<file path="src/rtl/pus_pkg.sv">
package pus_pkg;

    // particle kinds
    localparam logic [2:0] KIND_STATIC   = 3'd0;
    localparam logic [2:0] KIND_FIRE     = 3'd1;
    localparam logic [2:0] KIND_EXPLODE  = 3'd2;
    localparam logic [2:0] KIND_EXPLODE2 = 3'd3;
    localparam logic [2:0] KIND_BLOB     = 3'd4;
    localparam logic [2:0] KIND_BLOB2    = 3'd5;
    localparam logic [2:0] KIND_GRAV     = 3'd6;
    localparam logic [2:0] KIND_SLOWGRAV = 3'd7;

    // configuration register indexes
    localparam logic [1:0] CFG_CURRENT_TIME = 2'd0;
    localparam logic [1:0] CFG_FRAME_TIME   = 2'd1;
    localparam logic [1:0] CFG_GRAVITY      = 2'd2;

    localparam logic [11:0] GRAVITY_RESET = 12'd800;

    // how gravity is applied to vertical velocity
    localparam logic [1:0] GMODE_NONE = 2'd0;
    localparam logic [1:0] GMODE_ADD  = 2'd1;
    localparam logic [1:0] GMODE_SUB  = 2'd2;

    // reciprocal of five in Q0.16, rounded down
    localparam logic [13:0] RECIP5 = 14'd13107;
    // largest gravity step for full frame time and gravity
    localparam logic [15:0] G_MAX = 16'd52415;

    localparam logic signed [28:0] SAT_MAX = 29'sd8388607;
    localparam logic signed [28:0] SAT_MIN = -29'sd8388608;

    typedef struct packed {
        logic [2:0]       kind;
        logic [15:0]      ramp;
        logic [7:0]       color;
        logic [31:0]      expiry;
        logic [2:0][23:0] pos;
        logic [2:0][23:0] vel;
    } t_in;

    typedef struct packed {
        logic [2:0]       kind;
        logic             expired;
        logic [15:0]      ramp;
        logic [15:0]      ramp_new;
        logic [7:0]       color;
        logic [31:0]      expiry;
        logic [2:0][23:0] pos;
        logic [2:0][23:0] vel;
        logic [2:0][39:0] prod;
        logic [27:0]      fg;
    } t_s1;

    typedef struct packed {
        logic             alive;
        logic [15:0]      ramp;
        logic [7:0]       color;
        logic [31:0]      expiry;
        logic [2:0][23:0] pos;
        logic [1:0][23:0] vel_xy;
        logic [27:0]      vel_z_part;
        logic [1:0]       gmode;
        logic [17:0]      gy;
        logic [15:0]      gq;
    } t_s2;

    typedef struct packed {
        logic             alive;
        logic [15:0]      ramp;
        logic [7:0]       color;
        logic [31:0]      expiry;
        logic [2:0][23:0] pos;
        logic [2:0][23:0] vel;
    } t_out;

    function automatic logic [23:0] sat24(input logic signed [28:0] v);
        logic [23:0] res;
        if (v > SAT_MAX) begin
            res = 24'h7FFFFF;
        end else if (v < SAT_MIN) begin
            res = 24'h800000;
        end else begin
            res = v[23:0];
        end
        return res;
    endfunction

    function automatic logic [7:0] fire_colour(input logic [2:0] idx);
        logic [7:0] c;
        case (idx)
            3'd0: c = 8'h6D;
            3'd1: c = 8'h6B;
            3'd2: c = 8'h06;
            3'd3: c = 8'h05;
            3'd4: c = 8'h04;
            default: c = 8'h03;
        endcase
        return c;
    endfunction

    function automatic logic [7:0] explode_colour(input logic [2:0] idx);
        logic [7:0] c;
        case (idx)
            3'd0: c = 8'h6F;
            3'd1: c = 8'h6D;
            3'd2: c = 8'h6B;
            3'd3: c = 8'h69;
            3'd4: c = 8'h67;
            3'd5: c = 8'h65;
            3'd6: c = 8'h63;
            default: c = 8'h61;
        endcase
        return c;
    endfunction

    function automatic logic [7:0] explode2_colour(input logic [2:0] idx);
        logic [7:0] c;
        case (idx)
            3'd0: c = 8'h6F;
            3'd1: c = 8'h6E;
            3'd2: c = 8'h6D;
            3'd3: c = 8'h6C;
            3'd4: c = 8'h6B;
            3'd5: c = 8'h6A;
            3'd6: c = 8'h68;
            default: c = 8'h66;
        endcase
        return c;
    endfunction

endpackage

</file>
<file path="src/rtl/pus_mul_stage.sv">
module pus_mul_stage
    import pus_pkg::*;
(
    input  logic        i_clk,
    input  logic        i_rst_n,
    input  logic        i_valid,
    output logic        o_ready,
    input  t_in         i_data,
    input  logic [30:0] i_current_time,
    input  logic [15:0] i_frame_time,
    input  logic [11:0] i_gravity,
    output logic        o_valid,
    input  logic        i_ready,
    output t_s1         o_data
);

    logic               r_valid;
    t_s1                r_data;
    t_s1                n_data;
    logic               w_ready;
    logic signed [40:0] w_prod [0:2];
    logic [19:0]        w_fk;
    logic [16:0]        w_ramp_sum;

    assign w_ready = !r_valid || i_ready;

    // velocity times frame time per axis, frame time times gravity, ramp advance, expiry check
    always_comb begin
        n_data.kind   = i_data.kind;
        n_data.ramp   = i_data.ramp;
        n_data.color  = i_data.color;
        n_data.expiry = i_data.expiry;
        n_data.pos    = i_data.pos;
        n_data.vel    = i_data.vel;
        n_data.expired = $signed({i_data.expiry[31], i_data.expiry})
                       < $signed({2'b00, i_current_time});
        for (int i = 0; i < 3; i++) begin
            w_prod[i] = $signed(i_data.vel[i]) * $signed({1'b0, i_frame_time});
            n_data.prod[i] = w_prod[i][39:0];
        end
        n_data.fg = {12'd0, i_frame_time} * {16'd0, i_gravity};
        case (i_data.kind)
            KIND_FIRE:     w_fk = {4'd0, i_frame_time} * 20'd5;
            KIND_EXPLODE:  w_fk = {4'd0, i_frame_time} * 20'd10;
            KIND_EXPLODE2: w_fk = {4'd0, i_frame_time} * 20'd15;
            default:       w_fk = '0;
        endcase
        w_ramp_sum = {1'b0, i_data.ramp} + {1'b0, w_fk[19:4]};
        n_data.ramp_new = w_ramp_sum[16] ? 16'hFFFF : w_ramp_sum[15:0];
    end

    // stage valid
    always_ff @(posedge i_clk) begin
        if (!i_rst_n) begin
            r_valid <= 1'b0;
        end else if (w_ready) begin
            r_valid <= i_valid;
        end
    end

    // stage payload
    always_ff @(posedge i_clk) begin
        if (w_ready && i_valid) begin
            r_data <= n_data;
        end
    end

    assign o_ready = w_ready;
    assign o_valid = r_valid;
    assign o_data  = r_data;

endmodule

</file>
<file path="config.mk">
export PLATFORM = sky130hd
export DESIGN_NAME = pus_mul_stage
export DESIGN_NICKNAME = d
export VERILOG_FILES = /design/src/rtl/pus_pkg.sv /design/src/rtl/pus_mul_stage.sv
export SDC_FILE = /design/constraint.sdc
export NUM_CORES = 2
export LEC_CHECK = 0
export BUFFER_PORTS_ARGS = -buffer_cell sky130_fd_sc_hd__buf_2
export CORE_AREA = 2 2 365 439
export CTS_BUF_LIST = sky130_fd_sc_hd__clkbuf_4 sky130_fd_sc_hd__clkbuf_8 sky130_fd_sc_hd__clkbuf_16
export DETAILED_ROUTE_END_ITERATION = 6
export DIE_AREA = 0 0 367 441
export GPL_ROUTABILITY_DRIVEN = 0
export PLACE_DENSITY = 0.64
export SLEW_MARGIN = 5
export SYNTH_ARGS = -nofsm -noshare
export SYNTH_HDL_FRONTEND = slang
export SYNTH_SLANG_ARGS = --single-unit
</file>
<file path="constraint.sdc">
create_clock -name i_clk -period 12.1 [get_ports i_clk]
set_clock_uncertainty 0.05 [all_clocks]
set_input_delay 0.605 -clock i_clk [delete_from_list [all_inputs] [get_ports i_clk]]
set_output_delay 0.605 -clock i_clk [all_outputs]
set_load 0.005 [all_outputs]
</file>
==> results.yml <==
status:
  run_status: "finished clean"
yosys:
  synth_seq_area_share_pct: 17.6
  avgSynthCellArea_um2: 9.81
  synth_edf_count: 368
  async_flop_share_pct: 0
  synth_cell_types: 88
  synth_seq_cells: 369
  netlist_instances: 6396
  syn_nets: 8404
  syn_area_um2: 62800
  ys.flop_type: "edfxtp_1"
  yosys_warnings: 0
finish:
  syn_to_final_growth_pct: 10.6
  final_common_cell: "inv_1"
  nNetsFinal: 8867
  fill_cells: 15200
  layout_common_cells: "inv_1, fa_1, nand2_1, buf_2, and2_1"
  drive_gt1_share_pct: 11.3
drt:
  vias_per_cell: 4.97
  drt_first_pass_iters: 5
  drt-wirelength-per-cell_um: 19.1
  num_vias: 44700
  drcViolationCount: 0
  drt_iter0_markers: 2255
  wl_mm: 172
  antenna_left: 0
setup_path:
  path_cells: "buf_4, buf_4, nand2_1, fa_1, fa_1, fa_1, inv_1, fa_1, fa_1, inv_1, fa_1, inv_1, ha_1, and3_1, and3_1, nand4_1, a311oi_1, o21ai_1, a21o_1, a21oi_4, or2_4, a211oi_2"
  path_buf_inv: 5
  cp_common_cell: "fa_1"
  cp_top_family: "adder cells"
  arrival_ns: 8.02
  worstPathMaxFanout: 57
  critPathCaptureType: "flop"
  crit_type: "input pin to flop"
  critPathRequiredTime_ns: 12.43
  slowest_delay_ns: 0.94
  start_kind: "input pin"
  crit_path_top_delay_cell: "a311oi_1"
timing:
  period_needed_ns: 7.69
  fin_setup_tns_ns: 0
  fmax_mhz: 130
  drv_slew: 0
  grt_setup_unrepaired: "false"
  worst_slew_pin_slew_ns: 1.18
  final-hold-violation-count: 0
  slew_headroom_pct: 21.5
  hold_ws_ns: 0.0897
  finalCritPeriodShare_pct: 63.6
  setup_viol: 0
floorplan:
  coreArea_um2: 158000
  die_h_um: 441
  start_util_pct: 39.8
  num_io_pins: 636
  num_rows: 160
  dieArea_um2: 162000
  die_width_um: 367
grt:
  gr-total-overflow: 0
  grt.busiest_layer: "met2"
  met3_usage_pct: 3.57
  grt_pass1_vias: 49500
  grt_max_degree: 143
  grt_util_all_layers_pct: 21.8
  grt_first_pass_wirelength_mm: 274
  use_met2_pct: 40.5
  use_met1_pct: 25.5
  antenna_found_initial: 32
cts:
  cts_tree: "done"
  clock-root-buffer: "clkbuf_16"
  cts_num_sinks: 369
  cts-buffers-inserted: 45
  worstSkewPairLatency_ns: 0.63
  ctsHtreeMaxLevel: 2
  path_clk_slew_ns: 0.07
  clockBufferDepth: 3
  postCtsHoldBufs: 0
  post_cts_buffers: 0
  ctsResizeCount: 0
placement:
  io_buffers: 635
  detailed_place_hpwl_mm: 137
hold_path:
  hold_class: "input pin to flop"
run:
  maxCapViolCount: 0
[cells in the mapped netlist, types with 5 or more instances]
| cell type | number | area (um^2) |
|---|---|---|
| inv_1 | 1628 | 6110 |
| nor2_1 | 108 | 405 |
| nand3_1 | 39 | 195 |
| clkbuf_1 | 237 | 890 |
| a22oi_1 | 7 | 52.6 |
| ha_1 | 456 | 5710 |
| a21o_1 | 76 | 571 |
| and3_1 | 18 | 113 |
| nor3_1 | 44 | 220 |
| nor2b_1 | 20 | 125 |
| and2_1 | 533 | 3330 |
| fa_1 | 1286 | 25700 |
| xnor2_1 | 115 | 1010 |
| xor2_1 | 49 | 429 |
| or3_1 | 9 | 56.3 |
| a21oi_2 | 5 | 43.8 |
| o21ai_0 | 75 | 375 |
| o22ai_1 | 5 | 31.3 |
| a21boi_0 | 10 | 75.1 |
| a31oi_1 | 12 | 75.1 |
| o211ai_1 | 16 | 120 |
| o21ai_1 | 14 | 70.1 |
| or2_2 | 8 | 50.1 |
| nand2_1 | 902 | 3390 |
| nand4_1 | 17 | 106 |
| edfxtp_1 | 368 | 11100 |
| nand3b_1 | 6 | 45.0 |
| o2111ai_1 | 5 | 43.8 |
| a211oi_1 | 17 | 128 |
| o21bai_1 | 16 | 120 |
| a21oi_1 | 133 | 666 |
| o21a_1 | 30 | 225 |
| o31ai_1 | 6 | 45.0 |
| nand2b_1 | 26 | 163 |
[sequential cells by signal, summed over array words and instances, names as in the netlist]
signal	flops
o_data	368
o_valid	1
[cell families after synthesis]
kind of cell | count (synthesis) | synth area share, %
and+or+nand+nor | 1753 | 13.4
AOI/OAI and AO/OA | 489 | 5.25
DFF | 369 | 17.6
muxes | 8 | 0.136
xor gates and xnor gates | 165 | 2.31
adders and majority gates | 1742 | 50.1
buffers and inverters | 1870 | 11.2
[stage by stage]
step	utilization (%)	cell area, um^2	instances	worst slack (ns)
4_1_cts	44.0	69400	9002	4.53
6_report	44.0	69400	9009	4.41
5_1_grt	44.0	69400	9002	4.18
2_1_floorplan	-	62800	6396	2.18
3_5_place_dp	43.0	67900	8918	3.85
3_3_place_gp	43.0	67900	8918	3.94
[path summary, 6_finish.rpt]
check | start | end | slack, ns | cells after the start
setup reg to reg | o_valid | o_data[187] | 9.05 | 4
hold reg to reg | o_valid | o_valid | 0.51 | 2
hold / removal | i_data[87] | o_data[235] | 0.09 | 1
setup / recovery | i_frame_time[3] | o_data[67] | 4.41 | 22
[area by class of cell]
type	count	area, um^2	area share [%]
Tap cell	2106	2640	3.80
Sequential cell	369	11100	16.0
Clock inverter	29	272	0.391
Multi-Input combinational cell	4157	44700	64.4
Timing Repair Buffer	658	3400	4.90
Inverter	1628	6110	8.81
Antenna cell	7	17.5	0.0252
Clock buffer	55	1220	1.76
[metal layers]
layer | vias up | wire length (um)
met1 | 23000 | 65300
met3 | 327 | 10700
met5 | - | 171
li1 | 20100 | -
met4 | 26 | 5560
met2 | 1370 | 90700
Power is not shown: default switching activity piles up to over one toggle a cycle in this logic, so the estimate is an artifact.
