==> config.mk <==
export PLATFORM = sky130hd
export DESIGN_NAME = pus_sum_stage
export DESIGN_NICKNAME = d
export VERILOG_FILES = /design/src/rtl/pus_pkg.sv /design/src/rtl/pus_sum_stage.sv
export SDC_FILE = /design/constraint.sdc
export NUM_CORES = 1
export LEC_CHECK = 0
export BUFFER_PORTS_ARGS = -buffer_cell sky130_fd_sc_hd__buf_2
export CORE_MARGIN = 5
export CORE_UTILIZATION = 40
export DETAILED_ROUTE_END_ITERATION = 8
export GPL_ROUTABILITY_DRIVEN = 0
export SETUP_SLACK_MARGIN = 0.1
export SYNTH_ARGS = -nofsm -noshare
export SYNTH_HDL_FRONTEND = slang
export SYNTH_SLANG_ARGS = --single-unit
==> constraint.sdc <==
create_clock -name i_clk -period 9.7 [get_ports i_clk]
set_clock_uncertainty 0.2 [all_clocks]
set_input_delay 0.485 -clock i_clk [delete_from_list [all_inputs] [get_ports i_clk]]
set_output_delay 0.485 -clock i_clk [all_outputs]
set_load 0.02 [all_outputs]
==> src/rtl/pus_pkg.sv <==
package pus_pkg;

    // particle kinds
    localparam logic [2:0] KIND_STATIC   = 3'd0;
    localparam logic [2:0] KIND_FIRE     = 3'd1;
    localparam logic [2:0] KIND_EXPLODE  = 3'd2;
    localparam logic [2:0] KIND_EXPLODE2 = 3'd3;
    localparam logic [2:0] KIND_BLOB     = 3'd4;
    localparam logic [2:0] KIND_BLOB2    = 3'd5;
    localparam logic [2:0] KIND_GRAV     = 3'd6;
    localparam logic [2:0] KIND_SLOWGRAV = 3'd7;

    // configuration register indexes
    localparam logic [1:0] CFG_CURRENT_TIME = 2'd0;
    localparam logic [1:0] CFG_FRAME_TIME   = 2'd1;
    localparam logic [1:0] CFG_GRAVITY      = 2'd2;

    localparam logic [11:0] GRAVITY_RESET = 12'd800;

    // how gravity is applied to vertical velocity
    localparam logic [1:0] GMODE_NONE = 2'd0;
    localparam logic [1:0] GMODE_ADD  = 2'd1;
    localparam logic [1:0] GMODE_SUB  = 2'd2;

    // reciprocal of five in Q0.16, rounded down
    localparam logic [13:0] RECIP5 = 14'd13107;
    // largest gravity step for full frame time and gravity
    localparam logic [15:0] G_MAX = 16'd52415;

    localparam logic signed [28:0] SAT_MAX = 29'sd8388607;
    localparam logic signed [28:0] SAT_MIN = -29'sd8388608;

    typedef struct packed {
        logic [2:0]       kind;
        logic [15:0]      ramp;
        logic [7:0]       color;
        logic [31:0]      expiry;
        logic [2:0][23:0] pos;
        logic [2:0][23:0] vel;
    } t_in;

    typedef struct packed {
        logic [2:0]       kind;
        logic             expired;
        logic [15:0]      ramp;
        logic [15:0]      ramp_new;
        logic [7:0]       color;
        logic [31:0]      expiry;
        logic [2:0][23:0] pos;
        logic [2:0][23:0] vel;
        logic [2:0][39:0] prod;
        logic [27:0]      fg;
    } t_s1;

    typedef struct packed {
        logic             alive;
        logic [15:0]      ramp;
        logic [7:0]       color;
        logic [31:0]      expiry;
        logic [2:0][23:0] pos;
        logic [1:0][23:0] vel_xy;
        logic [27:0]      vel_z_part;
        logic [1:0]       gmode;
        logic [17:0]      gy;
        logic [15:0]      gq;
    } t_s2;

    typedef struct packed {
        logic             alive;
        logic [15:0]      ramp;
        logic [7:0]       color;
        logic [31:0]      expiry;
        logic [2:0][23:0] pos;
        logic [2:0][23:0] vel;
    } t_out;

    function automatic logic [23:0] sat24(input logic signed [28:0] v);
        logic [23:0] res;
        if (v > SAT_MAX) begin
            res = 24'h7FFFFF;
        end else if (v < SAT_MIN) begin
            res = 24'h800000;
        end else begin
            res = v[23:0];
        end
        return res;
    endfunction

    function automatic logic [7:0] fire_colour(input logic [2:0] idx);
        logic [7:0] c;
        case (idx)
            3'd0: c = 8'h6D;
            3'd1: c = 8'h6B;
            3'd2: c = 8'h06;
            3'd3: c = 8'h05;
            3'd4: c = 8'h04;
            default: c = 8'h03;
        endcase
        return c;
    endfunction

    function automatic logic [7:0] explode_colour(input logic [2:0] idx);
        logic [7:0] c;
        case (idx)
            3'd0: c = 8'h6F;
            3'd1: c = 8'h6D;
            3'd2: c = 8'h6B;
            3'd3: c = 8'h69;
            3'd4: c = 8'h67;
            3'd5: c = 8'h65;
            3'd6: c = 8'h63;
            default: c = 8'h61;
        endcase
        return c;
    endfunction

    function automatic logic [7:0] explode2_colour(input logic [2:0] idx);
        logic [7:0] c;
        case (idx)
            3'd0: c = 8'h6F;
            3'd1: c = 8'h6E;
            3'd2: c = 8'h6D;
            3'd3: c = 8'h6C;
            3'd4: c = 8'h6B;
            3'd5: c = 8'h6A;
            3'd6: c = 8'h68;
            default: c = 8'h66;
        endcase
        return c;
    endfunction

endpackage

==> src/rtl/pus_sum_stage.sv <==
module pus_sum_stage
    import pus_pkg::*;
(
    input  logic i_clk,
    input  logic i_rst_n,
    input  logic i_valid,
    output logic o_ready,
    input  t_s1  i_data,
    output logic o_valid,
    input  logic i_ready,
    output t_s2  o_data
);

    logic        r_valid;
    t_s2         r_data;
    t_s2         n_data;
    logic        w_ready;
    logic [23:0] w_dpos;
    logic [25:0] w_sh14;
    logic [23:0] w_sh16;
    logic [27:0] w_delta;
    logic [27:0] w_vsum;
    logic [24:0] w_psum;
    logic [3:0]  w_idx;
    logic [3:0]  w_limit;
    logic [31:0] w_gprod;

    assign w_ready = !r_valid || i_ready;

    // position step, velocity growth or damping, ramp colour lookup
    always_comb begin
        n_data.alive  = 1'b1;
        n_data.ramp   = i_data.ramp;
        n_data.color  = i_data.color;
        n_data.expiry = i_data.expiry;
        n_data.vel_z_part = '0;
        n_data.vel_xy = '0;
        w_delta = '0;
        w_vsum  = '0;
        w_psum  = '0;
        w_dpos  = '0;
        w_sh14  = '0;
        w_sh16  = '0;

        for (int i = 0; i < 3; i++) begin
            w_dpos = i_data.prod[i][39:16];
            w_psum = {i_data.pos[i][23], i_data.pos[i]} + {w_dpos[23], w_dpos};
            n_data.pos[i] = sat24($signed({{4{w_psum[24]}}, w_psum}));

            w_sh14 = i_data.prod[i][39:14];
            w_sh16 = i_data.prod[i][39:16];
            case (i_data.kind)
                KIND_EXPLODE, KIND_BLOB: w_delta = {{2{w_sh14[25]}}, w_sh14};
                KIND_EXPLODE2:           w_delta = -{{4{w_sh16[23]}}, w_sh16};
                KIND_BLOB2:              w_delta = (i < 2) ? -{{2{w_sh14[25]}}, w_sh14}
                                                           : 28'd0;
                default:                 w_delta = '0;
            endcase
            w_vsum = {{4{i_data.vel[i][23]}}, i_data.vel[i]} + w_delta;
            if (i < 2) begin
                n_data.vel_xy[i] = sat24($signed({w_vsum[27], w_vsum}));
            end else begin
                n_data.vel_z_part = w_vsum;
            end
        end

        case (i_data.kind)
            KIND_STATIC: n_data.gmode = GMODE_NONE;
            KIND_FIRE:   n_data.gmode = GMODE_ADD;
            default:     n_data.gmode = GMODE_SUB;
        endcase

        // colour ramp for fire and explosions
        w_idx   = i_data.ramp_new[15:12];
        w_limit = (i_data.kind == KIND_FIRE) ? 4'd6 : 4'd8;
        if (i_data.kind == KIND_FIRE || i_data.kind == KIND_EXPLODE
                || i_data.kind == KIND_EXPLODE2) begin
            n_data.ramp = i_data.ramp_new;
            if (w_idx >= w_limit) begin
                n_data.expiry = 32'hFFFFFFFF;
            end else if (i_data.kind == KIND_FIRE) begin
                n_data.color = fire_colour(w_idx[2:0]);
            end else if (i_data.kind == KIND_EXPLODE) begin
                n_data.color = explode_colour(w_idx[2:0]);
            end else begin
                n_data.color = explode2_colour(w_idx[2:0]);
            end
        end

        // dead particle passes through untouched
        if (i_data.expired) begin
            n_data.alive      = 1'b0;
            n_data.ramp       = i_data.ramp;
            n_data.color      = i_data.color;
            n_data.expiry     = i_data.expiry;
            n_data.pos        = i_data.pos;
            n_data.vel_xy[0]  = i_data.vel[0];
            n_data.vel_xy[1]  = i_data.vel[1];
            n_data.vel_z_part = {{4{i_data.vel[2][23]}}, i_data.vel[2]};
            n_data.gmode      = GMODE_NONE;
        end

        // gravity step: (f*g >> 10) / 5 by reciprocal, corrected next stage
        n_data.gy = i_data.fg[27:10];
        w_gprod   = {14'd0, i_data.fg[27:10]} * {18'd0, RECIP5};
        n_data.gq = w_gprod[31:16];
    end

    // stage valid
    always_ff @(posedge i_clk) begin
        if (!i_rst_n) begin
            r_valid <= 1'b0;
        end else if (w_ready) begin
            r_valid <= i_valid;
        end
    end

    // stage payload
    always_ff @(posedge i_clk) begin
        if (w_ready && i_valid) begin
            r_data <= n_data;
        end
    end

    assign o_ready = w_ready;
    assign o_valid = r_valid;
    assign o_data  = r_data;

endmodule

==> impl.org <==
** Status
- Outcome :: completed

** Drt
- Mean routed wirelength per cell :: 21.5 um
- The pre-antenna-repair detailed-routing pass consisted of 5 iterations.
- Once detail routing completed, the nets flagged for antenna violations numbered 0.
- In the routed layout, each cell is associated on average with a via count of 5.68.
- After detailed routing, the number of remaining DRC violations is 0.
- DRT iter0 DRCs :: 1882
- DRT Wirelength :: 87800 um
- The routed layout has 23.2k vias.

** Timing
- The total count of max-transition violations in the final report is 0.
- Slew headroom :: 21.7%
- Count of final hold-check violations :: 0
- Based on the critical path, the design can be clocked at up to 0.144 GHz.
- Pin slew with the least headroom to its limit :: 1.17 ns
- Setup violations remaining at the end of the flow were counted as 0.
- Post-layout minimum cycle time :: 6.96 ns
- Setup repair after global routing left no endpoint under its margin.
- Final period util :: 71.7%
- Summed over all failing endpoints, the final setup total negative slack is 0 ns.

** Floorplan
- Area enclosed by the die boundary :: 0.0668 mm^2
- Width of the die :: 258 um
- During I/O placement, the number of pins put on the boundary was 615.
- In this run the vertical extent of the chip is 258 um.
- Initial Utilization :: 40.2%
- The initialized floorplan defines 91 standard-cell rows.
- The core region is 0.0614 mm^2.

** Pwr
- Logic pwr share :: 49.1%
- In this run the power spent charging and discharging nets is 2160 uW.
- Worst IR Drop VDD :: 0.366 mV
- For this design the ratio of total power to cell area is 186 mW/mm^2.
- Sw Share :: 38.8%
- Cell internal power dissipation :: 3410 uW
- Of the total power, registers draw 25.8%.
- The clock network is responsible for 25.1% of the overall power.
- Pleak :: 0.0136 uW

** Clock tree
- Clock-pin slew was measured on the worst setup and hold paths at 0.06 ns.
- The number of gates resized after CTS was 0.
- Bufs on Longest Clock Path :: 3
- TritonCTS clock tree :: built
- Once the clock tree was built, the setup fixing pass inserted 0 buffers.
- The number of hold buffers added after CTS was 34.
- Clock latency on the worst-skew pair :: 0.55 ns
- Number of CTS-inserted buffers :: 34
- CTS root buf :: clkbuf_16
- CTS built an H-tree with a depth of 2.
- The clock net in this run drives a total of 242 sinks.

** Worst setup path
- R2r worst-path depth :: 3
- The slowest stage of the critical path is the or3b_2 cell.
- The critical path is of the input port to register type.
- Library cell appearing most often on the critical path :: o21ai_0
- Critical path peak fanout :: 21
- The worst setup path is captured at a register.
- Slowest cell delay on critical path :: 0.59 ns
- Worst reg-to-reg setup slack :: 7.03 ns
- The worst setup path is launched from an input port.
- Startpoint of the worst register-to-register path :: o_valid
- Worst path cell trace :: buf_2, inv_1, ha_1, or3b_2, nor3_1, nand2b_1, or3b_2, nor3_1, nand2_1, o21ai_0, a21oi_1, o21ai_0, ha_1, o21a_1, o21ai_0, o21ai_0, or3_1, o21ai_0, a31oi_1, and3_1, o41ai_2, o21ai_1, buf_4, o22ai_1
- Data arrives at the worst endpoint at 7.13 ns.
- In this run the critical register-to-register path is captured at o_data[74].
- At the worst endpoint, the required time is 9.87 ns.

** Place
- Input and output buffers added on the ports amount to 562.
- In this run, placement finished with an instance count of 3958.
- Post-detail-place hpwl :: 70100 um

** Logic synthesis
- Prevailing post-synth register cell :: edfxtp_1
- By area the synthesized netlist is led by edfxtp_1 (29%), ha_1 (15%), fa_1 (6.9%).
- Post-Syn Nets :: 3432
- After synthesis, the share of flip-flops with an asynchronous set or reset is 0%.
- Post-synthesis mux area share :: 1.31%
- Synthesized netlist cell count :: 2682
- Complex-gate fraction of the synthesized area :: 21.8%
- Dominant cell by count in the synthesized netlist :: ha_1
- During synthesis, Yosys emitted a total of 0 warnings.
- Largest family of logic cells by synthesized area :: adder cells
- Sequential fraction of the synthesis area :: 29.4%
- After synthesis, the largest area contributor takes up 29.3% of total cell area.
- Synthesis-stage register bit count :: 242
- Counting distinct cell types in the post-synthesis netlist gives 78.
- Number of synthesized flops with an enable pin :: 241
- The synthesized netlist occupies a cell area of 0.0247 mm^2.
- Most common library cells after synthesis :: ha_1 (293), nand2_1 (252), edfxtp_1 (241)
- Summing the areas of all xor and xnor instances in the mapped netlist gives 7.38% of the synthesized area.
- In this run the mean area of a mapped cell was 9.20 um^2.
- Of the total synthesized cell area, the portion taken by AND, OR, NAND and NOR gates is 14.1%.
- Largest area contributor in the netlist :: edfxtp_1
- Share of synthesized cell area in full adder, half adder and majority cells :: 21.9%

** Min path
- End point of the worst hold path :: o_data[200]
- Worst Hold Launch :: i_data[308]
- The worst hold path was traced through 2 stages.
- The worst hold path belongs to the class input port to register.

** GRT
- Total global-route track usage :: 24.7%
- Wire length of the first global-routing pass :: 131000 um
- Final global-route overflow total :: 0
- The via count of the first global-routing pass was 22.4k.
- Maximum number of pins on one net before global-route repair :: 75
- Number of antenna violations at the first check in global routing :: 32

** Finish
- Cells with a size suffix above 1 make up 22.3% of the layout.
- Relative to the synthesized area, the layout overhead comes to 21.3%.
- The finished layout holds 4076 standard cells, fillers aside.
- After filler insertion, the fill cell instance count of the layout stands at 5840.
- Count of nets after finishing :: 3988

** Job
- Across the run, the number of max-cap violations was 0.
==> worst max-delay path, delay by kind of cell <==
family,cells,cell delay (ns)
and+or+nand+nor,8,2.90
buffers and inverters,3,0.49
AOI/OAI and AO/OA,11,2.61
adders and majority gates,2,0.64
==> layout make-up <==
type / count / area (um^2) / share of cell area, %
well taps: 790 / 988 / 3.30
flip-flops and latches: 242 / 7260 / 24.2
multi-input cells: 2171 / 16400 / 54.9
clock buffers: 39 / 933 / 3.12
inverters: 166 / 626 / 2.09
repair buffers: 623 / 3360 / 11.2
clock inverters: 23 / 299 / 0.999
diodes: 22 / 55.1 / 0.184
==> power groups by stage <==
stage               clock network [uW]  logic (uW)  registers, uW
finish                            1400        2740           1440
global route                      1480        3090           1450
CTS                               1440        2760           1440
detailed placement                   0        2700           1460
global placement                     0        2670           1460
floorplan                            0        1810           1630
==> per-layer routing <==
layer  track usage [%]  part of all wire (%)  up-vias  wire length (um)
met4              9.44                   3.6       18              3140
met2              40.7                    47      925             41100
met1              31.7                    41    10986             36200
met5                 0                  0.10        -                88
li1                  -                     -    11058                 -
met3              5.84                   8.2      184              7230
==> state kept, by name (all words and copies together), names as in the netlist <==
name / cells
o_valid: 1
o_data: 241
==> through the flow <==
step / hold WS [ns] / power, uW / utilization, % / setup WS (ns) / cell area, um^2
detailed placement: 0.362 / 4160 / 46.1 / 2.44 / 28300
global route: 0.0144 / 6020 / 48.8 / 2.42 / 29900
floorplan: 0.384 / 3440 / - / 2.61 / 24700
finish: 0.0368 / 5580 / 48.8 / 2.74 / 29900
global placement: 0.315 / 4130 / 46.1 / 2.66 / 28300
CTS: 0.00177 / 5640 / 48.7 / 2.89 / 29900
==> layout by cell type, fill, tap and decap left out, types with 40 or more instances in the layout <==
master and instances:
nand2_1 251, edfxtp_1 241, a21o_1 79, or2_2 40, a2bb2oi_1 59, o21ai_0 234
nor3_1 52, ha_1 293, inv_1 165, nor2_1 159, buf_2 561, xnor2_1 117
nand3_1 44, xor2_1 90, a21oi_1 182, fa_1 85
==> how the worst max path moves through the flow <==
stage                        endpoint  startpoint  slack (ns)
final                     o_data[107]  i_data[84]        2.74
after global routing      o_data[107]  i_data[84]        2.42
after CTS                  o_data[15]  i_data[11]        2.89
after detailed placement  o_data[107]  i_data[84]        2.44
after global placement    o_data[105]  i_data[84]        2.66
after floorplan             o_data[0]     i_ready        2.61
==> cell families (layout without fill, tap and decap cells) <==
family | count (synthesis) | after routing
AOI/OAI and AO/OA | 830 | 830
and+or+nand+nor | 721 | 721
adders and majority gates | 382 | 382
buffers and inverters | 269 | 851
DFF | 242 | 242
xor gates and xnor gates | 208 | 208
muxes | 30 | 30
other | 0 | 22
Note: power is estimated with default switching activity, not from simulation.
