File: src/rtl/pus_pkg.sv
package pus_pkg;

    // particle kinds
    localparam logic [2:0] KIND_STATIC   = 3'd0;
    localparam logic [2:0] KIND_FIRE     = 3'd1;
    localparam logic [2:0] KIND_EXPLODE  = 3'd2;
    localparam logic [2:0] KIND_EXPLODE2 = 3'd3;
    localparam logic [2:0] KIND_BLOB     = 3'd4;
    localparam logic [2:0] KIND_BLOB2    = 3'd5;
    localparam logic [2:0] KIND_GRAV     = 3'd6;
    localparam logic [2:0] KIND_SLOWGRAV = 3'd7;

    // configuration register indexes
    localparam logic [1:0] CFG_CURRENT_TIME = 2'd0;
    localparam logic [1:0] CFG_FRAME_TIME   = 2'd1;
    localparam logic [1:0] CFG_GRAVITY      = 2'd2;

    localparam logic [11:0] GRAVITY_RESET = 12'd800;

    // how gravity is applied to vertical velocity
    localparam logic [1:0] GMODE_NONE = 2'd0;
    localparam logic [1:0] GMODE_ADD  = 2'd1;
    localparam logic [1:0] GMODE_SUB  = 2'd2;

    // reciprocal of five in Q0.16, rounded down
    localparam logic [13:0] RECIP5 = 14'd13107;
    // largest gravity step for full frame time and gravity
    localparam logic [15:0] G_MAX = 16'd52415;

    localparam logic signed [28:0] SAT_MAX = 29'sd8388607;
    localparam logic signed [28:0] SAT_MIN = -29'sd8388608;

    typedef struct packed {
        logic [2:0]       kind;
        logic [15:0]      ramp;
        logic [7:0]       color;
        logic [31:0]      expiry;
        logic [2:0][23:0] pos;
        logic [2:0][23:0] vel;
    } t_in;

    typedef struct packed {
        logic [2:0]       kind;
        logic             expired;
        logic [15:0]      ramp;
        logic [15:0]      ramp_new;
        logic [7:0]       color;
        logic [31:0]      expiry;
        logic [2:0][23:0] pos;
        logic [2:0][23:0] vel;
        logic [2:0][39:0] prod;
        logic [27:0]      fg;
    } t_s1;

    typedef struct packed {
        logic             alive;
        logic [15:0]      ramp;
        logic [7:0]       color;
        logic [31:0]      expiry;
        logic [2:0][23:0] pos;
        logic [1:0][23:0] vel_xy;
        logic [27:0]      vel_z_part;
        logic [1:0]       gmode;
        logic [17:0]      gy;
        logic [15:0]      gq;
    } t_s2;

    typedef struct packed {
        logic             alive;
        logic [15:0]      ramp;
        logic [7:0]       color;
        logic [31:0]      expiry;
        logic [2:0][23:0] pos;
        logic [2:0][23:0] vel;
    } t_out;

    function automatic logic [23:0] sat24(input logic signed [28:0] v);
        logic [23:0] res;
        if (v > SAT_MAX) begin
            res = 24'h7FFFFF;
        end else if (v < SAT_MIN) begin
            res = 24'h800000;
        end else begin
            res = v[23:0];
        end
        return res;
    endfunction

    function automatic logic [7:0] fire_colour(input logic [2:0] idx);
        logic [7:0] c;
        case (idx)
            3'd0: c = 8'h6D;
            3'd1: c = 8'h6B;
            3'd2: c = 8'h06;
            3'd3: c = 8'h05;
            3'd4: c = 8'h04;
            default: c = 8'h03;
        endcase
        return c;
    endfunction

    function automatic logic [7:0] explode_colour(input logic [2:0] idx);
        logic [7:0] c;
        case (idx)
            3'd0: c = 8'h6F;
            3'd1: c = 8'h6D;
            3'd2: c = 8'h6B;
            3'd3: c = 8'h69;
            3'd4: c = 8'h67;
            3'd5: c = 8'h65;
            3'd6: c = 8'h63;
            default: c = 8'h61;
        endcase
        return c;
    endfunction

    function automatic logic [7:0] explode2_colour(input logic [2:0] idx);
        logic [7:0] c;
        case (idx)
            3'd0: c = 8'h6F;
            3'd1: c = 8'h6E;
            3'd2: c = 8'h6D;
            3'd3: c = 8'h6C;
            3'd4: c = 8'h6B;
            3'd5: c = 8'h6A;
            3'd6: c = 8'h68;
            default: c = 8'h66;
        endcase
        return c;
    endfunction

endpackage

File: src/rtl/pus_grav_stage.sv
module pus_grav_stage
    import pus_pkg::*;
(
    input  logic i_clk,
    input  logic i_rst_n,
    input  logic i_valid,
    output logic o_ready,
    input  t_s2  i_data,
    output logic o_valid,
    input  logic i_ready,
    output t_out o_data
);

    typedef struct packed {
        logic             alive;
        logic [15:0]      ramp;
        logic [7:0]       color;
        logic [31:0]      expiry;
        logic [2:0][23:0] pos;
        logic [1:0][23:0] vel_xy;
        logic [27:0]      vel_z_part;
        logic [1:0]       gmode;
        logic [15:0]      g;
    } t_s3;

    logic        r_v3;
    logic        r_v4;
    t_s3         r_s3;
    t_s3         n_s3;
    t_out        r_out;
    t_out        n_out;
    logic        w_rdy3;
    logic        w_rdy4;
    logic [18:0] w_five_q;
    logic [18:0] w_rem;
    logic [28:0] w_vz;

    assign w_rdy4 = !r_v4 || i_ready;
    assign w_rdy3 = !r_v3 || w_rdy4;

    // finish the divide by five: quotient estimate is exact or one short
    always_comb begin
        n_s3.alive      = i_data.alive;
        n_s3.ramp       = i_data.ramp;
        n_s3.color      = i_data.color;
        n_s3.expiry     = i_data.expiry;
        n_s3.pos        = i_data.pos;
        n_s3.vel_xy     = i_data.vel_xy;
        n_s3.vel_z_part = i_data.vel_z_part;
        n_s3.gmode      = i_data.gmode;
        w_five_q = {1'b0, i_data.gq, 2'b00} + {3'd0, i_data.gq};
        w_rem    = {1'b0, i_data.gy} - w_five_q;
        n_s3.g   = (w_rem >= 19'd5) ? i_data.gq + 16'd1 : i_data.gq;
    end

    // apply gravity to vertical velocity and saturate
    always_comb begin
        case (r_s3.gmode)
            GMODE_ADD: w_vz = {r_s3.vel_z_part[27], r_s3.vel_z_part} + {13'd0, r_s3.g};
            GMODE_SUB: w_vz = {r_s3.vel_z_part[27], r_s3.vel_z_part} - {13'd0, r_s3.g};
            default:   w_vz = {r_s3.vel_z_part[27], r_s3.vel_z_part};
        endcase
        n_out.alive  = r_s3.alive;
        n_out.ramp   = r_s3.ramp;
        n_out.color  = r_s3.color;
        n_out.expiry = r_s3.expiry;
        n_out.pos    = r_s3.pos;
        n_out.vel[0] = r_s3.vel_xy[0];
        n_out.vel[1] = r_s3.vel_xy[1];
        n_out.vel[2] = sat24($signed(w_vz));
    end

    // stage valids
    always_ff @(posedge i_clk) begin
        if (!i_rst_n) begin
            r_v3 <= 1'b0;
            r_v4 <= 1'b0;
        end else begin
            if (w_rdy3) begin
                r_v3 <= i_valid;
            end
            if (w_rdy4) begin
                r_v4 <= r_v3;
            end
        end
    end

    // stage payloads
    always_ff @(posedge i_clk) begin
        if (w_rdy3 && i_valid) begin
            r_s3 <= n_s3;
        end
        if (w_rdy4 && r_v3) begin
            r_out <= n_out;
        end
    end

    assign o_ready = w_rdy3;
    assign o_valid = r_v4;
    assign o_data  = r_out;

    // a waiting result holds until taken
    a_out_hold: assert property (@(posedge i_clk) disable iff (!i_rst_n)
        r_v4 && !i_ready |=> r_v4 && $stable(r_out))
        else $error("result changed while stalled");

    // gravity step never beyond its largest possible value
    a_g_range: assert property (@(posedge i_clk) disable iff (!i_rst_n)
        r_v3 |-> r_s3.g <= G_MAX)
        else $error("gravity step out of range");

    // an item in stage three moves on when stage four can take it
    a_advance: assert property (@(posedge i_clk) disable iff (!i_rst_n)
        r_v3 && w_rdy4 |=> r_v4)
        else $error("item lost between stages");

endmodule

File: config.mk
export PLATFORM = sky130hd
export DESIGN_NAME = pus_grav_stage
export DESIGN_NICKNAME = d
export VERILOG_FILES = /design/src/rtl/pus_pkg.sv /design/src/rtl/pus_grav_stage.sv
export SDC_FILE = /design/constraint.sdc
export NUM_CORES = 1
export LEC_CHECK = 0
export BUFFER_PORTS_ARGS = -buffer_cell sky130_fd_sc_hd__buf_2
export CORE_MARGIN = 2
export CORE_UTILIZATION = 39
export CTS_CLUSTER_DIAMETER = 100
export DETAILED_ROUTE_END_ITERATION = 8
export PLACE_DENSITY = 0.73
export SLEW_MARGIN = 40
export SYNTH_ARGS = -nofsm -noshare
export SYNTH_HDL_FRONTEND = slang
export SYNTH_SLANG_ARGS = --single-unit
File: constraint.sdc
create_clock -name i_clk -period 10 [get_ports i_clk]
set_input_delay 0 -clock i_clk [delete_from_list [all_inputs] [get_ports i_clk]]
set_output_delay 0 -clock i_clk [all_outputs]
set_load 0.005 [all_outputs]
==> impl_metrics.ini, run 1 <==
[run_status]
status = finished, final reports clean

[logic_synthesis]
synth_nets = 1367
synth_edf_count = 424
synthCells = 1054
ys_warn_count = 0
async_flop_share_pct = 0
synth_seq_cells = 426
yosys_most_used_dff = edfxtp_1
seq_area_frac_synth_pct = 74.6
syn_area_um2 = 17100
ys_types = 66
syn_area_per_cell_um2 = 16.2

[final_layout]
drive_above_1_share_pct = 29.6
nets = 2073
nFillCells = 3388
syn_to_final_growth_pct = 38.7

[global_route]
grt_pass1_wl_um = 70500
grt-ovfl-total = 0
grt_util_all_layers_pct = 20.6
grt_max_degree = 84
grt_pass1_vias = 11799
antenna_found_initial = 5

[floorplan]
die-area_um2 = 45600
die_x_um = 214
ioPinCount = 448
core-area_um2 = 43200
initial_core_util_pct = 39.7
rows = 76
die-height_um = 214

[critical_path]
critPathLaunchType = input port
end_kind = register
setup.worst_path.class = in -> reg
cp.arrival_ns = 5.16
worstPathRequired_ns = 10.27
cp_max_fo = 16

[timing]
rsz0062_at_grt = no
skew_ns = 0.0209
finalSetupTns_ns = 0
finalCritPeriodShare_pct = 48.9
slew_violations = 0
fmax_mhz = 205
fin_crit_ns = 4.89
worstMarginPinSlew_ns = 0.825
fin_hold_ws_ns = 0.0291
final-hold-violation-count = 0
layout_setup_ws_ns = 5.11
setup_viol = 0
max_slew_margin_pct = 44.7

[run]
cap_violations = 0

[drt]
detail_route.iter0.violations = 963
drc_errors = 0
firstDrtPassIters = 5
viasPerCell = 5.03
drtAntennaViolNets = 0
wl_per_cell_um = 20.8
num_vias = 11972
drt-total-wl_um = 49400

[place]
port_buffers = 447
place.gp.congestion = 0.915
dpl.hpwl_um = 32800
pre_cts_slack_ns = 5.00

[clock_tree]
postCtsResizedCells = 0
clk_root_buffer_cell = clkbuf_16
numCtsBuffers = 42
cts_tree = yes
clock_path_buffers = 3
clock_latency_ns = 0.54
path_clk_slew_ns = 0.06
cts_max_level = 2
cts_setup_buffers = 0
cts.sinks = 426

[power_and_ir_drop]
p_seq_share_pct = 49.4
swShare_pct = 24.5
p_int_mw = 3.23
power.net_switching_mw = 1.05
p_clk_share_pct = 35.9
ir_worst_vdd_mv = 0.112
p_comb_share_pct = 14.7
total_power_mw = 4.29
power.density_nw_per_um2 = 181
p_leak_nw = 9.33

[min_path]
hold_class = in -> reg
## worst max-delay path, cell delays in order
cell and delay [ns]:
dlygate4sd3_1 0.54, buf_2 0.13, inv_1 0.23, fa_1 0.47, ha_1 0.35, o21a_1 0.14
or3_1 0.32, a2111oi_2 0.39, nand4b_1 0.18, a2111oi_2 0.42, o2111ai_1 0.24, nor4b_4 0.78
mux2_1 0.40, dlygate4sd3_1 0.56
## power groups by stage
stage | Combinational [mW] | Sequential, mW | Clock [mW]
floorplan | 0.339 | 2.16 | 0
global placement | 0.529 | 2.15 | 0
detailed placement | 0.538 | 2.15 | 0
CTS | 0.617 | 2.11 | 1.55
global route | 0.686 | 2.12 | 1.64
finish | 0.629 | 2.12 | 1.54
## layout make-up
class	count	area, um2	share of cell area [%]
inverter	41	154	0.648
antenna	5	12.5	0.0527
tap	585	732	3.08
multi-input combinational	562	4110	17.3
timing repair buffer	687	4630	19.5
clock buffer	51	1110	4.66
clock inverter	23	224	0.943
sequential	426	12800	53.8
## sequential cells by signal, indices dropped and copies added (netlist names)
name and cells:
o_data 201, n_out 177, r_v3 1, r_s3 46, o_valid 1
## layout by cell type (no fill, tap or decap), types with 7 or more instances in the layout
master         synthesis  layout
a211o_1                7       7
a211oi_1               8       8
a21o_1                21      21
a21oi_1               49      49
a22oi_1               18      18
and3_1                10      10
buf_2                  2     447
clkbuf_1              19       8
clkbuf_16              0      43
clkinv_1               1       8
dlygate4sd3_1          0     231
edfxtp_1             424     424
fa_1                  16      16
ha_1                  52      52
inv_1                 40      40
mux2i_1                8       8
nand2_1               63      63
nand3_1               19      18
nor2_1                54      54
nor2b_1               12      11
nor3_1                19      19
nor4_1                11      11
o211ai_1               9       9
o21ai_0               30      30
o21bai_1              11      11
xnor2_1               45      45
xor2_1                 9       9
## logic make-up (layout without fill, tap and decap cells)
family / after synthesis / count (layout) / synth area share, %
AND/OR/NAND/NOR: 226 / 226 / 6.53
flip-flops: 426 / 426 / 74.6
multiplexers: 10 / 10 / 0.599
adder cells (fa/ha/maj): 68 / 68 / 5.67
XOR/XNOR: 54 / 54 / 2.76
other: 0 / 5 / 0
buffers and inverters: 66 / 802 / 1.51
AO/OA/AOI/OAI: 204 / 204 / 8.33
## synth_stat cells, types with 19 or more instances
cell	number	area [um2]
o21ai_0	30	150
clkbuf_1	19	71.3
inv_1	40	150
ha_1	52	651
a21o_1	21	158
nor3_1	19	95.1
a21oi_1	49	245
nand2_1	63	236
nor2_1	54	203
nand3_1	19	95.1
edfxtp_1	424	12700
xnor2_1	45	394
## path summary, 6_finish.rpt
| path | startpoint | depth (start not counted) | end | slack (ns) |
|---|---|---|---|---|
| setup / recovery | i_data[3] | 14 | r_s3[1] | 5.11 |
| hold reg to reg | n_out[43] | 0 | o_data[43] | 0.41 |
| setup reg to reg | r_s3[0] | 16 | o_data[53] | 5.21 |
| hold / removal | i_data[2] | 3 | r_s3[2] | 0.03 |
## per-stage QoR
stage | utilization [%] | cells | area (um2)
2_1_floorplan | - | 1054 | 17100
3_3_place_gp | 46.5 | 2070 | 20100
3_5_place_dp | 46.5 | 2070 | 20100
4_1_cts | 54.9 | 2375 | 23700
5_1_grt | 55.0 | 2378 | 23700
6_report | 55.0 | 2380 | 23700
## metal layers
layer / global-route usage [%] / routed length, um / vias up
met5: 0 / 0 / -
li1: - / - / 5504
met4: 12.7 / 3210 / 0
met1: 24.4 / 18300 / 5685
met2: 34.3 / 23800 / 641
met3: 4.60 / 4100 / 142
## repair_timing
item / CTS / global route
endpoints found under the hold margin: 240 / 0
hold buffers: 231 / 0
endpoints found under the setup margin: 0 / 0
Power figures use the tool's default switching activity.
==> run 2, diff against run 1 <==
--- a/config.mk
+++ b/config.mk
@@ -5,12 +5,13 @@
 export SDC_FILE = /design/constraint.sdc
 export NUM_CORES = 1
 export LEC_CHECK = 0
+export ABC_AREA = 1
 export BUFFER_PORTS_ARGS = -buffer_cell sky130_fd_sc_hd__buf_2
 export CORE_MARGIN = 2
 export CORE_UTILIZATION = 39
 export CTS_CLUSTER_DIAMETER = 100
 export DETAILED_ROUTE_END_ITERATION = 8
-export PLACE_DENSITY = 0.73
+export PLACE_DENSITY = 0.71
 export SLEW_MARGIN = 40
 export SYNTH_ARGS = -nofsm -noshare
 export SYNTH_HDL_FRONTEND = slang
==> constraint.sdc (replaced) <==
create_clock -name i_clk -period 5 [get_ports i_clk]
set_input_delay 0 -clock i_clk [delete_from_list [all_inputs] [get_ports i_clk]]
set_output_delay 0 -clock i_clk [all_outputs]
set_load 0.005 [all_outputs]
==> run 2 against run 1 <==
Effect of this change:
- core utilization decreased by 0.95 points
- cell count is 14% higher
- clock power increased by 98%
- clock skew increased by 0.014 ns
- non-clock buffer count fell by 4
- combinational power rose by 110%
- largest power group unchanged
==> impl_metrics.ini, run 2 <==
[place]
port_buffers = 447
dpl.hpwl_um = 36200
dp.cells = 2409
place.gp.congestion = 0.908

[clock_tree]
clock_latency_ns = 0.58
cts_tree = yes
clk_root_buffer_cell = clkbuf_16
cts_setup_buffers = 0
postCtsResizedCells = 0
cts.sinks = 426
numCtsBuffers = 42
cts_max_level = 2
path_clk_slew_ns = 0.06
hold_buffers = 229
clock_path_buffers = 3

[final_layout]
fin_util_pct = 54.0
drive_above_1_share_pct = 25.8
nets = 2396
mostFrequentLayoutCell = buf_2
n_antenna_cell = 0
layout.cells.non_filler = 2714
syn_to_final_growth_pct = 37.4
mostFrequentLayoutCells = buf_2 (447), edfxtp_1 (424), nand2_1 (324), dlygate4sd3_1 (229), inv_1 (165)
largest_reg_flops = 201

[timing]
fin_crit_ns = 4.59
skew_ns = 0.0351
rsz0062_at_grt = no
setup_viol = 0
finalSetupTns_ns = 0
final-hold-violation-count = 0
fmax_mhz = 218
slew_violations = 0
max_slew_margin_pct = 43.4
finalCritPeriodShare_pct = 91.9
worstMarginPinSlew_ns = 0.841

[critical_path]
reg2reg_depth = 19
cpMaxStageDelayCell = nor4_1
critPathLaunchType = register
worstPathRequired_ns = 5.28
cp.arrival_ns = 4.87
max_stage_delay_ns = 0.54
setup.worst_path.class = reg -> reg
critical_path.top_delay_family = simple AND/OR/NAND/NOR gates
end_kind = register
path_cells = nor3_1, nand2_1, nor2_1, nand3b_1, nor3_1, nand4_1, o21ai_0, ha_1, nand2_1, nor2_1, inv_1, nor4_1, nand3_1, nand3_1, nand3_1, nand2_2, inv_2, nand2_2, nand2_1
crit_buf_inv = 2
r2r_end = o_data[54]
ff2ff_setup_slack_ns = 0.41
timing.rr.start = r_s3[1]
cp_max_fo = 23

[drt]
wl_per_cell_um = 19.2
viasPerCell = 4.78
detail_route.iter0.violations = 934
firstDrtPassIters = 8
num_vias = 12986
drc_errors = 0
drt-total-wl_um = 52000
drtAntennaViolNets = 0

[power_and_ir_drop]
ir_worst_vdd_mv = 0.283
p_int_mw = 6.39
power.density_nw_per_um2 = 354
p_leak_nw = 10.4
power.net_switching_mw = 2.26
swShare_pct = 26.1
p_seq_share_pct = 49.1
p_comb_share_pct = 15.6
p_clk_share_pct = 35.3

[logic_synthesis]
synth_nets = 1685
synth_seq_cells = 426
ys_types = 38
synth_top_area_share_pct = 71.7
seq_area_frac_synth_pct = 71.9
synthCells = 1372
async_flop_share_pct = 0
yosysMostFrequentCell = edfxtp_1
synthTopCellsByArea = edfxtp_1 (72%), nand2_1 (6.8%), ha_1 (3.7%)
synth_top_area_cell = edfxtp_1
ys_warn_count = 0
yosys_most_used_dff = edfxtp_1
syn_area_um2 = 17800
syn_area_per_cell_um2 = 13.0
synth_common_cells = edfxtp_1 (424), nand2_1 (324), inv_1 (167)
synth_edf_count = 424

[global_route]
grt_pass1_wl_um = 76700
grt_util_all_layers_pct = 21.4
grt-ovfl-total = 0
grt_pass1_vias = 12814
antenna_found_initial = 1
grt_max_degree = 158

[floorplan]
core-area_um2 = 45200
rows = 78
die-area_um2 = 47300
ioPinCount = 448
initial_core_util_pct = 39.3
die-height_um = 217
die_x_um = 217

[run]
cap_violations = 0

[min_path]
min_path_cells = 4
hold_start = i_ready
whs_endpoint = o_data[163]
hold_class = in -> reg

[run_status]
status = finished, final reports clean
-- run 2: area by class of cell --
cell class	count	area [um2]
inverters	173	653
fillers	3693	20800
clock buffers	48	1070
clock inverters	27	240
multi-input cells	757	4280
repair buffers	683	4650
well taps	600	751
flip-flops and latches	426	12800
-- run 2: per-layer routing --
| layer | part of all wire, % | track usage, % | up-vias |
|---|---|---|---|
| met5 | 0.029 | 0 | - |
| met4 | 3.3 | 7.65 | 2 |
| met3 | 7.1 | 4.27 | 91 |
| met2 | 50 | 36.7 | 536 |
| met1 | 40 | 27.1 | 6201 |
| li1 | - | - | 6156 |
-- run 2: worst min-delay path: stages --
cell	delay [ns]
buf_2	0.10
inv_1	0.12
a21oi_4	0.08
buf_12	0.19
-- run 2: through the flow --
| step | total power [mW] | cell area [um2] | hold slack (ns) | worst slack [ns] |
|---|---|---|---|---|
| 3_3_place_gp | 5.47 | 20800 | 0.177 | 0.676 |
| 2_1_floorplan | 5.06 | 17800 | 0.0989 | 0.587 |
| 4_1_cts | 8.69 | 24400 | 0.0905 | 0.534 |
| 5_1_grt | 9.04 | 24400 | 0.116 | 0.00462 |
| 6_report | 8.65 | 24400 | 0.138 | 0.407 |
| 3_5_place_dp | 5.50 | 20800 | 0.178 | 0.574 |
-- run 2: logic make-up after synthesis --
family                   count (synthesis)  synth area share [%]
XOR/XNOR                                51                  2.51
flip-flops                             426                  71.9
AND/OR/NAND/NOR                        526                  12.6
AO/OA/AOI/OAI                          112                  3.40
buffers and inverters                  189                  4.12
adder cells (fa/ha/maj)                 68                  5.46
-- run 2: worst max-delay path by stage --
stage | startpoint | to | slack [ns] | depth (start not counted)
2_1_floorplan | o_valid | n_out[0] | 0.59 | 3
3_3_place_gp | r_s3[2] | o_data[50] | 0.68 | 19
3_5_place_dp | r_s3[2] | o_data[67] | 0.57 | 19
4_1_cts | r_s3[1] | o_data[67] | 0.53 | 19
5_1_grt | r_s3[1] | o_data[54] | 0.005 | 19
6_report | r_s3[1] | o_data[54] | 0.41 | 19
-- run 2: power by group through the flow --
stage                     registers (mW)  clock network [mW]  logic (mW)
after floorplan                     4.33                   0       0.732
after global placement              4.31                   0        1.16
after detailed placement            4.32                   0        1.18
after CTS                           4.25                3.11        1.34
after global routing                4.27                3.27        1.50
final                               4.25                3.05        1.35
==> run 3, diff against run 2 <==
--- a/config.mk
+++ b/config.mk
@@ -5,14 +5,14 @@
 export SDC_FILE = /design/constraint.sdc
 export NUM_CORES = 1
 export LEC_CHECK = 0
-export ABC_AREA = 1
 export BUFFER_PORTS_ARGS = -buffer_cell sky130_fd_sc_hd__buf_2
+export CAP_MARGIN = 25
 export CORE_MARGIN = 2
 export CORE_UTILIZATION = 39
 export CTS_CLUSTER_DIAMETER = 100
 export DETAILED_ROUTE_END_ITERATION = 8
 export PLACE_DENSITY = 0.71
-export SLEW_MARGIN = 40
+export SLEW_MARGIN = 20
 export SYNTH_ARGS = -nofsm -noshare
 export SYNTH_HDL_FRONTEND = slang
 export SYNTH_SLANG_ARGS = --single-unit
==> run 3 against run 2 <==
Effect of this change:
- combinational power shrank 6%
- sequential power is essentially flat
- setup slack lost 0.018 ns
- cell count shrank 12%
- clock skew shrank 0.0080 ns
- global-route usage grew 0.22 points
- first-iteration DRC count grew 27%
- critical path depth shrank 3
- largest cell class unchanged
==> impl_metrics.ini, run 3 (synthesis results as in run 1) <==
[timing]
fmax_mhz = 217
slew_violations = 0
setup_viol = 0
finalCritPeriodShare_pct = 92.2
fin_hold_ws_ns = 0.143
fin_crit_ns = 4.61
skew_ns = 0.0272
finalSetupTns_ns = 0
final-hold-violation-count = 0
rsz0062_at_grt = no
max_slew_margin_pct = 33.5
worstMarginPinSlew_ns = 0.997

[final_layout]
mostFrequentLayoutCell = buf_2
nets = 2083
largest_reg_flops = 201
fin_util_pct = 55.4
seq_area_um2 = 12800
nFillCells = 3388
syn_to_final_growth_pct = 39.6
drive_above_1_share_pct = 30.1
multiInputGateArea_um2 = 4100
mostFrequentLayoutCells = buf_2 (447), edfxtp_1 (424), dlygate4sd3_1 (233), nand2_1 (63), nor2_1 (54)

[floorplan]
die-height_um = 214
die_x_um = 214
ioPinCount = 448
core-area_um2 = 43200
die-area_um2 = 45600
rows = 76
initial_core_util_pct = 39.7

[global_route]
antenna_found_initial = 10
grt_pass1_wl_um = 73100
grt_pass1_vias = 11981
grt_util_all_layers_pct = 21.7
grt_max_degree = 108
grt-ovfl-total = 0

[critical_path]
cp_max_fo = 23
worstPathRequired_ns = 5.29
reg2reg_depth = 16
max_stage_delay_ns = 0.44
r2r_end = o_data[61]
end_kind = register
path_cells = nor3_1, nor3b_1, nand2_1, nor3_1, nand2_1, o21bai_1, ha_1, a21oi_1, o21bai_1, or3_1, a211o_1, o211ai_1, nand4b_1, o211ai_1, buf_4, a32oi_1
ff2ff_setup_slack_ns = 0.39
setup.worst_path.class = reg -> reg
timing.rr.start = r_s3[7]
cp.arrival_ns = 4.90
critPathLaunchType = register
cpMaxStageDelayCell = or3_1
startpoint = r_s3[7]

[drt]
drtAntennaViolNets = 0
detail_route.iter0.violations = 1184
drt-total-wl_um = 51600
wl_per_cell_um = 21.5
viasPerCell = 5.07
firstDrtPassIters = 4
num_vias = 12165
drc_errors = 0

[place]
port_buffers = 447
dpl.hpwl_um = 34300
place.gp.congestion = 0.906

[run]
cap_violations = 0

[clock_tree]
postCtsResizedCells = 0
cts_max_level = 2
cts.sinks = 426
numCtsBuffers = 42
path_clk_slew_ns = 0.06
clock_path_buffers = 3
clk_root_buffer_cell = clkbuf_16
clock_latency_ns = 0.57
cts_tree = yes

[run_status]
status = finished, final reports clean

[power_and_ir_drop]
p_leak_nw = 9.42
total_power_mw = 8.65
ir_worst_vdd_mv = 0.265
power.density_nw_per_um2 = 362

[min_path]
hold_class = in -> reg
hold_start = i_data[136]
min_path_cells = 2
whs_endpoint = n_out[96]
==> run 3: cell types whose count changed in the layout (fill, tap and decap cells not counted), sizes merged, moves of 18 or more <==
cell	delta
a21o	+18
nand2	-268
inv	-133
a22oi	+18
nand4	-21
xor2	-29
xnor2	+32
nand3	-42
nor2	-25
==> run 3: stage by stage <==
step                area [um2]  cells  setup WS [ns]
floorplan                17100   1054          0.922
global placement         20100   2073          0.598
detailed placement       20100   2073          0.518
CTS                      23800   2384          0.276
global route             23900   2398         0.0273
finish                   23900   2401          0.389
==> run 3: cell type report <==
cell class	instances	share of cell area, %
diodes	12	0.126
clock buffers	57	4.84
clock inverters	21	0.895
inverters	41	0.644
multi-input cells	562	17.2
flip-flops and latches	426	53.5
well taps	585	3.06
repair buffers	697	19.8
==> run 3: metal layers <==
layer / part of all wire, % / vias up / wire [um] / GRT usage, %
met5: 0 / - / 0 / 0
met4: 5.6 / 0 / 2870 / 11.9
met3: 8.4 / 136 / 4350 / 5.55
met2: 49 / 622 / 25100 / 36.7
met1: 37 / 5877 / 19300 / 25.3
li1: - / 5530 / - / -
==> run 3: worst max-delay path by stage <==
stage,slack (ns),cells after the start,to
after floorplan,0.92,16,o_data[55]
after global placement,0.60,16,o_data[57]
after detailed placement,0.52,16,o_data[62]
after CTS,0.28,14,r_s3[1]
after global routing,0.03,17,o_data[57]
final,0.39,16,o_data[61]
==> run 3: worst max-delay path, delay by kind of cell, from the launching register on <==
kind / cells / cell delay [ns]
adder cells (fa/ha/maj): 1 / 0.31
buffers and inverters: 1 / 0.28
AO/OA/AOI/OAI: 7 / 1.45
flip-flops: 1 / 0.43
AND/OR/NAND/NOR: 7 / 1.85
==> run 3: power by group <==
| group | leakage [nW] | internal, mW | switching (mW) |
|---|---|---|---|
| clock network | 0.670 | 1.76 | 1.39 |
| registers | 4.08 | 4.16 | 0.0737 |
| logic | 4.67 | 0.571 | 0.699 |
| total | 9.42 | 6.49 | 2.16 |
==> run 3: what timing repair did <==
item	4_1_cts	5_1_grt
hold buffers	233	0
setup endpoints to repair	0	5
setup buffers	0	5
endpoints found under the hold margin	225	0
